$ cat src/hw/rtl/abts_pkg.sv
`timescale 1ns / 1ps
// ----------------------------------------------------------------------------
// abts_pkg: shared types and constants
// Constants and the result structs passed between the baseline and the
// window tracking stages of the ADC baseline and threshold block.
// ----------------------------------------------------------------------------
package abts_pkg;

  // Baseline is the mean of this many leading samples
  localparam int BASE_SAMPLES   = 64;
  localparam int BASE_SHIFT     = 6;
  // Window opens after this sample count
  localparam int WIN_START      = 66;
  // Window closes this many samples before the end of the waveform
  localparam int WIN_END_MARGIN = 6;
  // Trigger position is recorded only up to this margin
  localparam int POS_END_MARGIN = 7;
  // Sample counter saturates here
  localparam int COUNT_MAX      = 8191;

  localparam int SAMPLE_W = 12;
  localparam int CORR_W   = 13;
  localparam int COUNT_W  = 13;
  localparam int CFG_W    = 12;
  localparam int OUT_W    = 72;

  // Configuration register indexes
  typedef enum logic [0:0] {
    REG_THRESHOLD       = 1'b0,
    REG_WAVEFORM_LENGTH = 1'b1
  } cfg_reg_t;

  // Per-sample result of the baseline stage
  typedef struct packed {
    logic                     trig_pos;
    logic                     trig_neg;
    logic signed [CORR_W-1:0] corrected;
    logic                     ready;
    logic [COUNT_W-1:0]       count;
  } base_res_t;

  // Window tracking result after this sample
  typedef struct packed {
    logic                     keep;
    logic [11:0]              keep_position;
    logic signed [CORR_W-1:0] keep_value;
    logic [11:0]              peak_pos;
    logic signed [CORR_W-1:0] peak_neg;
  } peak_res_t;

endpackage

$ cat src/hw/rtl/abts_base.sv
`timescale 1ns / 1ps
// ----------------------------------------------------------------------------
// abts_base: baseline accumulator and threshold compare
// Counts samples, sums the first 64 into a baseline, subtracts it from later
// samples and compares the corrected value against +/- threshold.
// ----------------------------------------------------------------------------
module abts_base (
  input  logic                                  clk,
  input  logic                                  rst,
  input  logic                                  step,
  input  logic                                  restart,
  input  logic signed [abts_pkg::SAMPLE_W-1:0]  sample,
  input  logic [abts_pkg::CFG_W-1:0]            threshold,
  output abts_pkg::base_res_t                   res
);

  logic [abts_pkg::COUNT_W-1:0]          sample_count;
  logic [abts_pkg::COUNT_W-1:0]          sample_count_next;
  logic [6:0]                            base_count;
  logic [6:0]                            base_count_next;
  logic signed [18:0]                    base_sum;
  logic signed [18:0]                    base_sum_next;
  logic signed [11:0]                    base_level;
  logic signed [11:0]                    base_level_next;

  logic [abts_pkg::COUNT_W-1:0]          count_cur;
  logic [6:0]                            bcount_cur;
  logic signed [18:0]                    sum_cur;
  logic signed [11:0]                    level_cur;
  logic signed [18:0]                    sum_adj;
  logic signed [abts_pkg::CORR_W-1:0]    corrected;
  logic signed [13:0]                    corr_ext;
  logic signed [13:0]                    thr_pos;
  logic signed [13:0]                    thr_neg;

  // Restart clears the state seen by this sample
  always_comb begin
    count_cur  = restart ? '0 : sample_count;
    bcount_cur = restart ? '0 : base_count;
    sum_cur    = restart ? '0 : base_sum;
    level_cur  = restart ? '0 : base_level;
  end

  // Advance the counters, accumulate and finish the baseline
  always_comb begin
    if (count_cur < abts_pkg::COUNT_W'(abts_pkg::COUNT_MAX)) begin
      sample_count_next = count_cur + 1'b1;
    end else begin
      sample_count_next = count_cur;
    end
    base_sum_next   = sum_cur;
    base_count_next = bcount_cur;
    base_level_next = level_cur;
    sum_adj         = '0;
    corrected       = '0;
    if (bcount_cur < 7'(abts_pkg::BASE_SAMPLES)) begin
      base_sum_next   = sum_cur + 19'(sample);
      base_count_next = bcount_cur + 1'b1;
      // Divide by 64 truncating toward zero: bias negatives before shifting
      sum_adj = base_sum_next + {13'b0, {abts_pkg::BASE_SHIFT{base_sum_next[18]}}};
      if (base_count_next == 7'(abts_pkg::BASE_SAMPLES)) begin
        base_level_next = sum_adj[abts_pkg::BASE_SHIFT +: 12];
      end
    end else begin
      corrected = {sample[11], sample} - {level_cur[11], level_cur};
    end
  end

  // Compare against +threshold and -threshold
  always_comb begin
    corr_ext = {corrected[abts_pkg::CORR_W-1], corrected};
    thr_pos  = $signed({2'b0, threshold});
    thr_neg  = 14'sd0 - thr_pos;
    res.trig_pos  = corr_ext >= thr_pos;
    res.trig_neg  = corr_ext <= thr_neg;
    res.corrected = corrected;
    res.ready     = base_count_next == 7'(abts_pkg::BASE_SAMPLES);
    res.count     = sample_count_next;
  end

  // Hold state between samples
  always_ff @(posedge clk) begin
    if (rst) begin
      sample_count <= '0;
      base_count   <= '0;
      base_sum     <= '0;
      base_level   <= '0;
    end else if (step) begin
      sample_count <= sample_count_next;
      base_count   <= base_count_next;
      base_sum     <= base_sum_next;
      base_level   <= base_level_next;
    end
  end

endmodule

$ cat src/hw/rtl/abts_peak.sv
`timescale 1ns / 1ps
// ----------------------------------------------------------------------------
// abts_peak: window tracking
// Inside the sample window, tracks the positive and negative peaks, the
// sticky keep flag and the position and value of the last trigger.
// ----------------------------------------------------------------------------
module abts_peak (
  input  logic                        clk,
  input  logic                        rst,
  input  logic                        step,
  input  logic                        restart,
  input  abts_pkg::base_res_t         base,
  input  logic [abts_pkg::CFG_W-1:0]  waveform_length,
  output abts_pkg::peak_res_t         res
);

  logic                               keep_flag;
  logic                               keep_flag_next;
  logic [11:0]                        last_position;
  logic [11:0]                        last_position_next;
  logic signed [abts_pkg::CORR_W-1:0] last_value;
  logic signed [abts_pkg::CORR_W-1:0] last_value_next;
  logic signed [abts_pkg::CORR_W-1:0] max_above;
  logic signed [abts_pkg::CORR_W-1:0] max_above_next;
  logic signed [abts_pkg::CORR_W-1:0] max_below;
  logic signed [abts_pkg::CORR_W-1:0] max_below_next;

  logic signed [13:0]                 cnt_s;
  logic signed [13:0]                 win_end;
  logic signed [13:0]                 pos_end;
  logic                               in_window;
  logic                               trig;
  logic [13:0]                        half_pos;

  // Window limits from the waveform length, compared signed
  always_comb begin
    cnt_s     = $signed({1'b0, base.count});
    win_end   = $signed({2'b0, waveform_length}) - 14'(abts_pkg::WIN_END_MARGIN);
    pos_end   = $signed({2'b0, waveform_length}) - 14'(abts_pkg::POS_END_MARGIN);
    in_window = base.ready && (cnt_s > 14'(abts_pkg::WIN_START)) && (cnt_s <= win_end);
    trig      = base.trig_pos || base.trig_neg;
    half_pos  = (({1'b0, base.count} + 14'd1) >> 1) + 14'd1;
  end

  // Update peaks and trigger record
  always_comb begin
    keep_flag_next     = restart ? 1'b0 : keep_flag;
    last_position_next = restart ? '0 : last_position;
    last_value_next    = restart ? '0 : last_value;
    max_above_next     = restart ? '0 : max_above;
    max_below_next     = restart ? '0 : max_below;
    if (in_window) begin
      if (base.corrected > max_above_next) begin
        max_above_next = base.corrected;
      end
      if (base.corrected < max_below_next) begin
        max_below_next = base.corrected;
      end
      if (trig) begin
        keep_flag_next = 1'b1;
        if (cnt_s < pos_end) begin
          last_position_next = half_pos[11:0];
          last_value_next    = base.corrected;
        end
      end
    end
    res.keep          = keep_flag_next;
    res.keep_position = last_position_next;
    res.keep_value    = last_value_next;
    res.peak_pos      = max_above_next[11:0];
    res.peak_neg      = max_below_next;
  end

  // Hold state between samples
  always_ff @(posedge clk) begin
    if (rst) begin
      keep_flag     <= 1'b0;
      last_position <= '0;
      last_value    <= '0;
      max_above     <= '0;
      max_below     <= '0;
    end else if (step) begin
      keep_flag     <= keep_flag_next;
      last_position <= last_position_next;
      last_value    <= last_value_next;
      max_above     <= max_above_next;
      max_below     <= max_below_next;
    end
  end

endmodule

$ cat src/hw/rtl/adc_baseline_threshold_suppress.sv
`timescale 1ns / 1ps
// ----------------------------------------------------------------------------
// adc_baseline_threshold_suppress: baseline subtraction and threshold trigger
// Samples enter on the s_ stream, one result per sample leaves on m_.
//
// Usage:
//   s_tdata carries a signed 12-bit ADC sample, s_tuser[0] a restart flag
//   that clears the baseline and window state before that sample.
//   The first 64 samples after reset or restart build the baseline; their
//   corrected value is zero. Later samples are corrected and compared
//   against +/- threshold; peaks and the last trigger are tracked inside
//   the window set by waveform_length.
//   Registers are written through cfg_we / cfg_index / cfg_data while idle.
// Pipeline and throughput:
//   A sample passes the input register, then the result register, onto m_.
//   One sample per cycle is sustained while m_tready is high; all per-sample
//   work sits between the input register and the result register.
// Reset and stalls:
//   rst clears the pipeline, state and registers. While m_tready is low the
//   result register holds; the input register still takes one more sample,
//   then s_tready drops until the result is taken.
// ----------------------------------------------------------------------------
module adc_baseline_threshold_suppress (
  input  logic                           clk,
  input  logic                           rst,
  // Input stream
  input  logic                           s_tvalid,
  output logic                           s_tready,
  input  logic [15:0]                    s_tdata,   // [11:0] sample
  input  logic [0:0]                     s_tuser,   // [0] restart
  // Result stream
  output logic                           m_tvalid,
  input  logic                           m_tready,
  // [0] trigger, [1] trigger_pos, [2] trigger_neg, [15:3] corrected,
  // [16] ready_res, [17] keep, [29:18] keep_position, [42:30] keep_value,
  // [54:43] peak_pos, [67:55] peak_neg, [71:68] zero
  output logic [abts_pkg::OUT_W-1:0]     m_tdata,
  // Configuration write port
  input  logic                           cfg_we,
  input  logic [0:0]                     cfg_index,
  input  logic [abts_pkg::CFG_W-1:0]     cfg_data
);

  logic [abts_pkg::CFG_W-1:0]            threshold;
  logic [abts_pkg::CFG_W-1:0]            waveform_length;

  logic                                  in_valid;
  logic signed [abts_pkg::SAMPLE_W-1:0]  in_sample;
  logic                                  in_restart;
  logic                                  out_valid;
  logic [abts_pkg::OUT_W-1:0]            out_data;
  logic                                  advance;

  abts_pkg::base_res_t                   base_res;
  abts_pkg::peak_res_t                   peak_res;

  // Move the held sample to the result register when it is free
  assign advance  = in_valid && (!out_valid || m_tready);
  assign s_tready = !in_valid || advance;
  assign m_tvalid = out_valid;
  assign m_tdata  = out_data;

  // Configuration registers
  always_ff @(posedge clk) begin
    if (rst) begin
      threshold       <= '0;
      waveform_length <= '0;
    end else if (cfg_we) begin
      unique case (abts_pkg::cfg_reg_t'(cfg_index))
        abts_pkg::REG_THRESHOLD:       threshold       <= cfg_data;
        abts_pkg::REG_WAVEFORM_LENGTH: waveform_length <= cfg_data;
        default: ;
      endcase
    end
  end

  // Input register
  always_ff @(posedge clk) begin
    if (rst) begin
      in_valid <= 1'b0;
    end else if (s_tvalid && s_tready) begin
      in_valid <= 1'b1;
    end else if (advance) begin
      in_valid <= 1'b0;
    end
  end

  always_ff @(posedge clk) begin
    if (s_tvalid && s_tready) begin
      in_sample  <= $signed(s_tdata[abts_pkg::SAMPLE_W-1:0]);
      in_restart <= s_tuser[0];
    end
  end

  abts_base u_base (
    .clk       (clk),
    .rst       (rst),
    .step      (advance),
    .restart   (in_restart),
    .sample    (in_sample),
    .threshold (threshold),
    .res       (base_res)
  );

  abts_peak u_peak (
    .clk             (clk),
    .rst             (rst),
    .step            (advance),
    .restart         (in_restart),
    .base            (base_res),
    .waveform_length (waveform_length),
    .res             (peak_res)
  );

  // Result register
  always_ff @(posedge clk) begin
    if (rst) begin
      out_valid <= 1'b0;
    end else if (advance) begin
      out_valid <= 1'b1;
    end else if (m_tready) begin
      out_valid <= 1'b0;
    end
  end

  always_ff @(posedge clk) begin
    if (advance) begin
      out_data <= {4'b0,
                   peak_res.peak_neg,
                   peak_res.peak_pos,
                   peak_res.keep_value,
                   peak_res.keep_position,
                   peak_res.keep,
                   base_res.ready,
                   base_res.corrected,
                   base_res.trig_neg,
                   base_res.trig_pos,
                   base_res.trig_pos || base_res.trig_neg};
    end
  end

  // Trigger is the OR of both polarities
  a_trig_or: assert property (@(posedge clk) disable iff (rst)
    m_tvalid |-> (m_tdata[0] == (m_tdata[1] || m_tdata[2])))
    else $error("trigger differs from trigger_pos | trigger_neg");

  // Corrected value is zero until the baseline is ready
  a_corr_zero: assert property (@(posedge clk) disable iff (rst)
    (m_tvalid && !m_tdata[16]) |-> (m_tdata[15:3] == 13'd0))
    else $error("nonzero corrected value before baseline ready");

  // Negative peak never rises above zero
  a_peak_neg: assert property (@(posedge clk) disable iff (rst)
    m_tvalid |-> (m_tdata[67] || (m_tdata[67:55] == 13'd0)))
    else $error("peak_neg above zero");

  // Input stalls only when both pipeline registers are full and blocked
  a_stall: assert property (@(posedge clk) disable iff (rst)
    !s_tready |-> (in_valid && out_valid && !m_tready))
    else $error("input stalled with room in the pipeline");

endmodule
$ cat config.mk
export PLATFORM = sky130hd
export DESIGN_NAME = adc_baseline_threshold_suppress
export DESIGN_NICKNAME = d
export VERILOG_FILES = /design/src/hw/rtl/abts_pkg.sv /design/src/hw/rtl/abts_base.sv /design/src/hw/rtl/abts_peak.sv /design/src/hw/rtl/adc_baseline_threshold_suppress.sv
export SDC_FILE = /design/constraint.sdc
export NUM_CORES = 1
export LEC_CHECK = 0
export BUFFER_PORTS_ARGS = -buffer_cell sky130_fd_sc_hd__buf_2
export CORE_ASPECT_RATIO = 1.4
export CORE_MARGIN = 5
export CORE_UTILIZATION = 40
export DETAILED_ROUTE_END_ITERATION = 10
export SYNTH_ARGS = -nofsm -noshare
export SYNTH_HDL_FRONTEND = slang
export SYNTH_SLANG_ARGS = --single-unit
$ cat constraint.sdc
create_clock -name clk -period 8.9 [get_ports clk]
set_input_delay 0.445 -clock clk [delete_from_list [all_inputs] [get_ports clk]]
set_output_delay 0.445 -clock clk [all_outputs]
set_load 0.01 [all_outputs]
# Word level (Yosys, flattened, before mapping)
# Index checks and enable logic that the tools add are counted.
[totals]
reg_bits = 210
latchBits = 0
ram_bits = 0
mem_bits_ro = 0
input_bits = 35
out_inout_bits = 74
wordCells = 82
mem_count = 0
[classes]
add_sub_neg = 10
mul = 0
div = 0
magnitude_cmp = 9
eq_ne = 2
n_shift = 0
mux = 31
bitwise = 1
n_reduce_logical = 13
[op_table]
columns = ["op", "n"]
rows = [
  ["$mux 13", 13],
  ["$mux 12", 7],
  ["$mux 19", 2],
  ["$add 13x1->13 const B", 2],
  ["$sub 12x3->13 const B", 2],
  ["$add 19x12->19", 1],
  ["$add 18x6->18", 1],
  ["$eq 7x7->1 const B", 2],
  ["$le 14x14->1", 1],
  ["$lt 14x14->1", 1],
  ["$mux 7", 2],
  ["$ge 13x13->1", 1],
  ["$gt 13x13->1", 1],
  ["$gt 13x7->1 const B", 1],
  ["$le 13x13->1", 1],
  ["$lt 13x13->1", 1],
  ["$lt 13x13->1 const B", 1],
  ["$sub 1x12->13 const A", 1],
  ["$sub 12x12->13", 1],
  ["$add 12x1->12 const B", 1],
  ["$add 7x1->7 const B", 1],
  ["$lt 7x7->1 const B", 1],
  ["$mux 1", 7],
  ["$logic_and 1x1->1", 4],
  ["other kinds (5)", 10],
]

# Logic depth before layout (Yosys ltp)
[logic_depth]
depth_word = 8
mapped_depth = 31
ltp_nobuf = 24

# Cells and area by module
# Synthesis repeated with hierarchy kept, for this count alone.
[unflattened]
hier_cells = 1446
hier_area_um2 = 13304.0
[by_module_without_submodules]
columns = ["mod", "instances", "cells_each", "area_per_inst_um2", "seq_area_each_um2"]
rows = [
  ["abts_base", 1, 690, 5137.4, 1021.0],
  ["abts_peak", 1, 565, 4555.6, 1041.0],
  ["adc_baseline_threshold_suppress", 1, 191, 3611.0, 2952.8],
]

# Least setup slack after synthesis
# No wires, ideal clock.
[synth_timing]
path_type = "reg-to-reg"
start = "reg in_restart"
end = "reg u_peak.last_value[2] in the netlist's numbering"
setup_ns = 0.069
t_arrival_ns = 6.125
t_required_ns = 8.831
path_slack_ns = 2.706
path_stages_with_launch = 32
n_path_buf = 8
period_less_slack_ns = 6.194
path_cell_list = "edfxtp_1 buf_2 clkinv_1 buf_2 clkbuf_1 clkbuf_1 buf_1 nand2_1 ha_1 nor2b_4 o31a_1 or2_2 nand3_1 nand2_1 a21oi_1 xnor2_1 nand2_1 inv_1 ha_1 nand2_1 o21bai_1 o31a_1 o41ai_1 a21oi_1 o221ai_1 a221oi_2 or3_1 clkbuf_1 or3_1 buf_2 buf_6 o2bb2ai_2"
[synth_rtl]
columns = ["item", "line", "text"]
rows = [
  ["from (decl)", "adc_baseline_threshold_suppress.sv:49", "logic in_restart;"],
  ["from (signal assigned)", "adc_baseline_threshold_suppress.sv:91", "in_restart <= s_tuser[0];"],
  ["to (signal assigned)", "abts_peak.sv:85", "last_value <= last_value_next;"],
  ["to (decl)", "abts_peak.sv:21", "logic signed [abts_pkg::CORR_W-1:0] last_value;"],
]

==> flow_summary.toml <==
[run_status]
status = "complete, no violations"

[timing]
fin_crit_ns = 6.66
worstMarginPinSlew_ns = 1.07
max_freq_ghz = 0.150
slew_headroom_pct = 28.0
fin_setup_tns_ns = 0
fin_crit_sh_pct = 74.8
fin_skew_ns = 0.0221
rsz0062_at_grt = "false"
hold_viol = 0
setup_viol = 0
slew_viol_final = 0

[clock_network]
holdBufCountCts = 0
cts-buffers-inserted = 23
cts_resized = 0
cts_tree = "done"
h-tree-depth = 1
clk_pin_slew_worst_paths_ns = 0.07
clock-sinks = 210
cts-root-buf = "clkbuf_16"
cts_post_setup_buffers_inserted = 0
clockBufferDepth = 3
clkLatencyLatePin_ns = 0.54

[final_layout]
post-route-util_pct = 45.6
fin_nets = 1676
drive_gt1_share_pct = 13.6
area_delta_synth_final_pct = 12.4
fillers = 3193

[global_route]
grt_max_degree = 76
met3_usage_pct = 2.33
grt_usage_pct = 18.0
met1_usage_pct = 21.3
overflow = 0
antenna_found_initial = 2
busiest_layer = "met2"
gr-usage-met2_pct = 33.1
grt_pass1_vias = 10453
grt_pass1_wl_um = 54200

[power]
p_comb_share_pct = 14.3
p_leak_nw = 5.74
p_switching_uw = 657
p_seq_share_pct = 43.1
switching_share_pct = 26.7
powerDensity_nw_per_um2 = 166
irDropWorstVdd_mv = 0.127
p_clk_share_pct = 42.5
p_int_mw = 1.80

[placed_design]
port_buffers = 100
gp_congestion = 0.896
dp_hpwl_um = 25100

[worst_setup_path]
rr_worst_depth = 23
path_cells = "inv_2 -> nand2_1 -> ha_1 -> nor2b_4 -> o31a_1 -> or2_2 -> a21oi_1 -> xnor2_1 -> nand2_1 -> inv_1 -> ha_1 -> a211o_1 -> nor3_1 -> o31a_1 -> o22ai_1 -> a31oi_1 -> o221ai_1 -> a221oi_2 -> or3_1 -> buf_4 -> or3_1 -> buf_4 -> o2bb2ai_1"
cp-end-kind = "flip-flop"
r2r_start = "in_restart"
crit_required_ns = 9.31
cp.buffers_inverters = 4
path_class = "flip-flop to flip-flop"
critical_path_depth = 23
critPathLaunch = "in_restart"
cpPeakStageDelay_ns = 0.66
crit_slowest_cell = "or3_1"
crit_path_start_kind = "flip-flop"
critPathTopFamily = "compound AO/OA/AOI/OAI gates"
cp.arrival_ns = 7.07
worstPathMaxFanout = 27

[yosys]
synth_warnings = 0
synth_seq_cells = 210
synth_area_um2 = 13100
synth_fa_ha_area_share_pct = 10.8
synthSimpleGateAreaFrac_pct = 19.8
synthXorXnorAreaFrac_pct = 5.80
synth-main-ff-cell = "dfxtp_1"
avgSynthCellArea_um2 = 8.93
synth-compound-area-share_pct = 19.3
synth_top_family_by_area = "simple AND/OR/NAND/NOR gates"
synth.area.mux_share_pct = 1.77
synth_enable_flop_cells = 81
synth-seq-area-share_pct = 38.1
syn-instance-count = 1473
yosysUniqueCellTypes = 91
async_reset_ff_share_pct = 0

[run]
drv_cap = 0

[drt]
num_vias = 10730
ant_nets = 0
drt_iter0_drc = 476
routed_via_density = 5.39
drt_first_pass_iters = 5
drc = 0
wire_per_inst_um = 16.9
wirelength_um = 33600

[worst_hold_path]
hold_depth = 1
hold_class = "input pin to flip-flop"
min_from = "s_tdata[2]"

[die]
start_util_pct = 40.6
rows = 78
die_w_um = 163
dieArea_um2 = 36600
ios = 109
die_y_um = 225
core_um2 = 32400
power by group through the flow:
stage	combinational, mW	sequential (mW)	clock (mW)
floorplan	0.252	1.08	0
global placement	0.347	1.08	0
detailed placement	0.354	1.08	0
CTS	0.355	1.06	1.07
global route	0.396	1.06	1.11
finish	0.353	1.06	1.05
kinds of logic after synthesis:
| logic type | count (synthesis) |
|---|---|
| other cells | 1 |
| buf+inv | 141 |
| flops | 210 |
| mux | 23 |
| xor+xnor | 87 |
| compound gates | 369 |
| fa+ha+maj | 113 |
| simple gates | 529 |
metal layers:
layer	share of wire (%)	up-vias
met5	0.074	-
met4	3.2	4
met3	4.4	65
met2	51	207
met1	41	5046
li1	-	5408
layout by cell type (no fill, tap or decap), drive strengths merged, types with 12 or more instances in the layout:
cell	Yosys	final
mux2i	21	21
a31oi	12	12
dfxtp	129	129
xnor2	61	61
nor2	100	100
inv	59	63
o21ai	88	88
nand3	57	57
o21a	13	13
nor2b	40	40
edfxtp	81	81
buf	21	111
a21o	15	15
a21oi	106	106
o2bb2ai	24	24
a211oi	12	12
clkbuf	60	26
nor3	29	29
nand2	199	199
xor2	26	26
ha	108	108
a22oi	21	21
nand4	19	19
through the flow:
step                      std cells  cell area [um^2]  worst slack [ns]  hold WS, ns  total power [mW]
final                          1989             14800              2.24       0.0803              2.46
after global routing           1988             14800              1.65       0.0518              2.57
after CTS                      1988             14800              2.21       0.0547              2.49
after detailed placement       1946             14000              2.20        0.443              1.43
after global placement         1946             14000              2.32        0.438              1.43
after floorplan                1476             13200              2.71        0.432              1.33
worst paths after layout:
check / endpoint / slack (ns)
setup / recovery: u_peak.last_value[5] / 2.24
setup reg to reg: u_peak.last_value[5] / 2.24
hold / removal: in_sample[2] / 0.08
hold reg to reg: u_base.base_sum[5] / 0.45
sequential cells by signal, summed over array words and instances, names as in the netlist:
| register | count |
|---|---|
| u_base.base_level | 12 |
| u_peak.max_above | 13 |
| u_base.base_count | 7 |
| in_restart | 1 |
| in_sample | 12 |
| m_tvalid | 1 |
| u_base.base_sum | 19 |
| waveform_length | 12 |
| in_valid | 1 |
| u_peak.last_value | 13 |
| m_tdata | 68 |
| threshold | 12 |
| u_peak.last_position | 12 |
| u_peak.max_below | 13 |
| u_base.sample_count | 13 |
| u_peak.keep_flag | 1 |
cell usage after synthesis, drive strengths merged, types with 4 or more instances:
| cell | number | area (um^2) |
|---|---|---|
| a2111oi | 5 | 43.8 |
| a211oi | 12 | 90.1 |
| a21o | 15 | 113 |
| a21oi | 106 | 531 |
| a22o | 8 | 70.1 |
| a22oi | 21 | 158 |
| a31oi | 12 | 75.1 |
| and2 | 11 | 68.8 |
| and3 | 7 | 43.8 |
| and4 | 6 | 55.1 |
| buf | 21 | 128 |
| clkbuf | 60 | 226 |
| dfxtp | 129 | 2580 |
| edfxtp | 81 | 2430 |
| ha | 108 | 1350 |
| inv | 59 | 221 |
| mux2i | 21 | 210 |
| nand2 | 199 | 747 |
| nand2b | 10 | 62.6 |
| nand3 | 57 | 290 |
| nand3b | 7 | 52.6 |
| nand4 | 19 | 131 |
| nor2 | 100 | 378 |
| nor2b | 40 | 258 |
| nor3 | 29 | 155 |
| nor3b | 4 | 41.3 |
| nor4 | 7 | 65.1 |
| o21a | 13 | 97.6 |
| o21ai | 88 | 440 |
| o21ba | 10 | 100 |
| o21bai | 6 | 45.0 |
| o22ai | 5 | 31.3 |
| o2bb2ai | 24 | 335 |
| o311ai | 6 | 60.1 |
| o31a | 5 | 43.8 |
| o31ai | 7 | 52.6 |
| or2 | 8 | 50.1 |
| or3 | 11 | 68.8 |
| xnor2 | 61 | 534 |
| xor2 | 26 | 228 |
final cells by class:
cell class | instances | area (um^2) | area share, %
multi-input cells | 1125 | 7580 | 51.3
flip-flops and latches | 210 | 5010 | 33.9
clock buffers | 26 | 587 | 3.97
repair buffers | 111 | 583 | 3.95
well taps | 440 | 551 | 3.73
clock inverters | 16 | 235 | 1.59
inverters | 60 | 228 | 1.54
diodes | 1 | 2.50 | 0.0169
(Power assumes the default switching activity.)
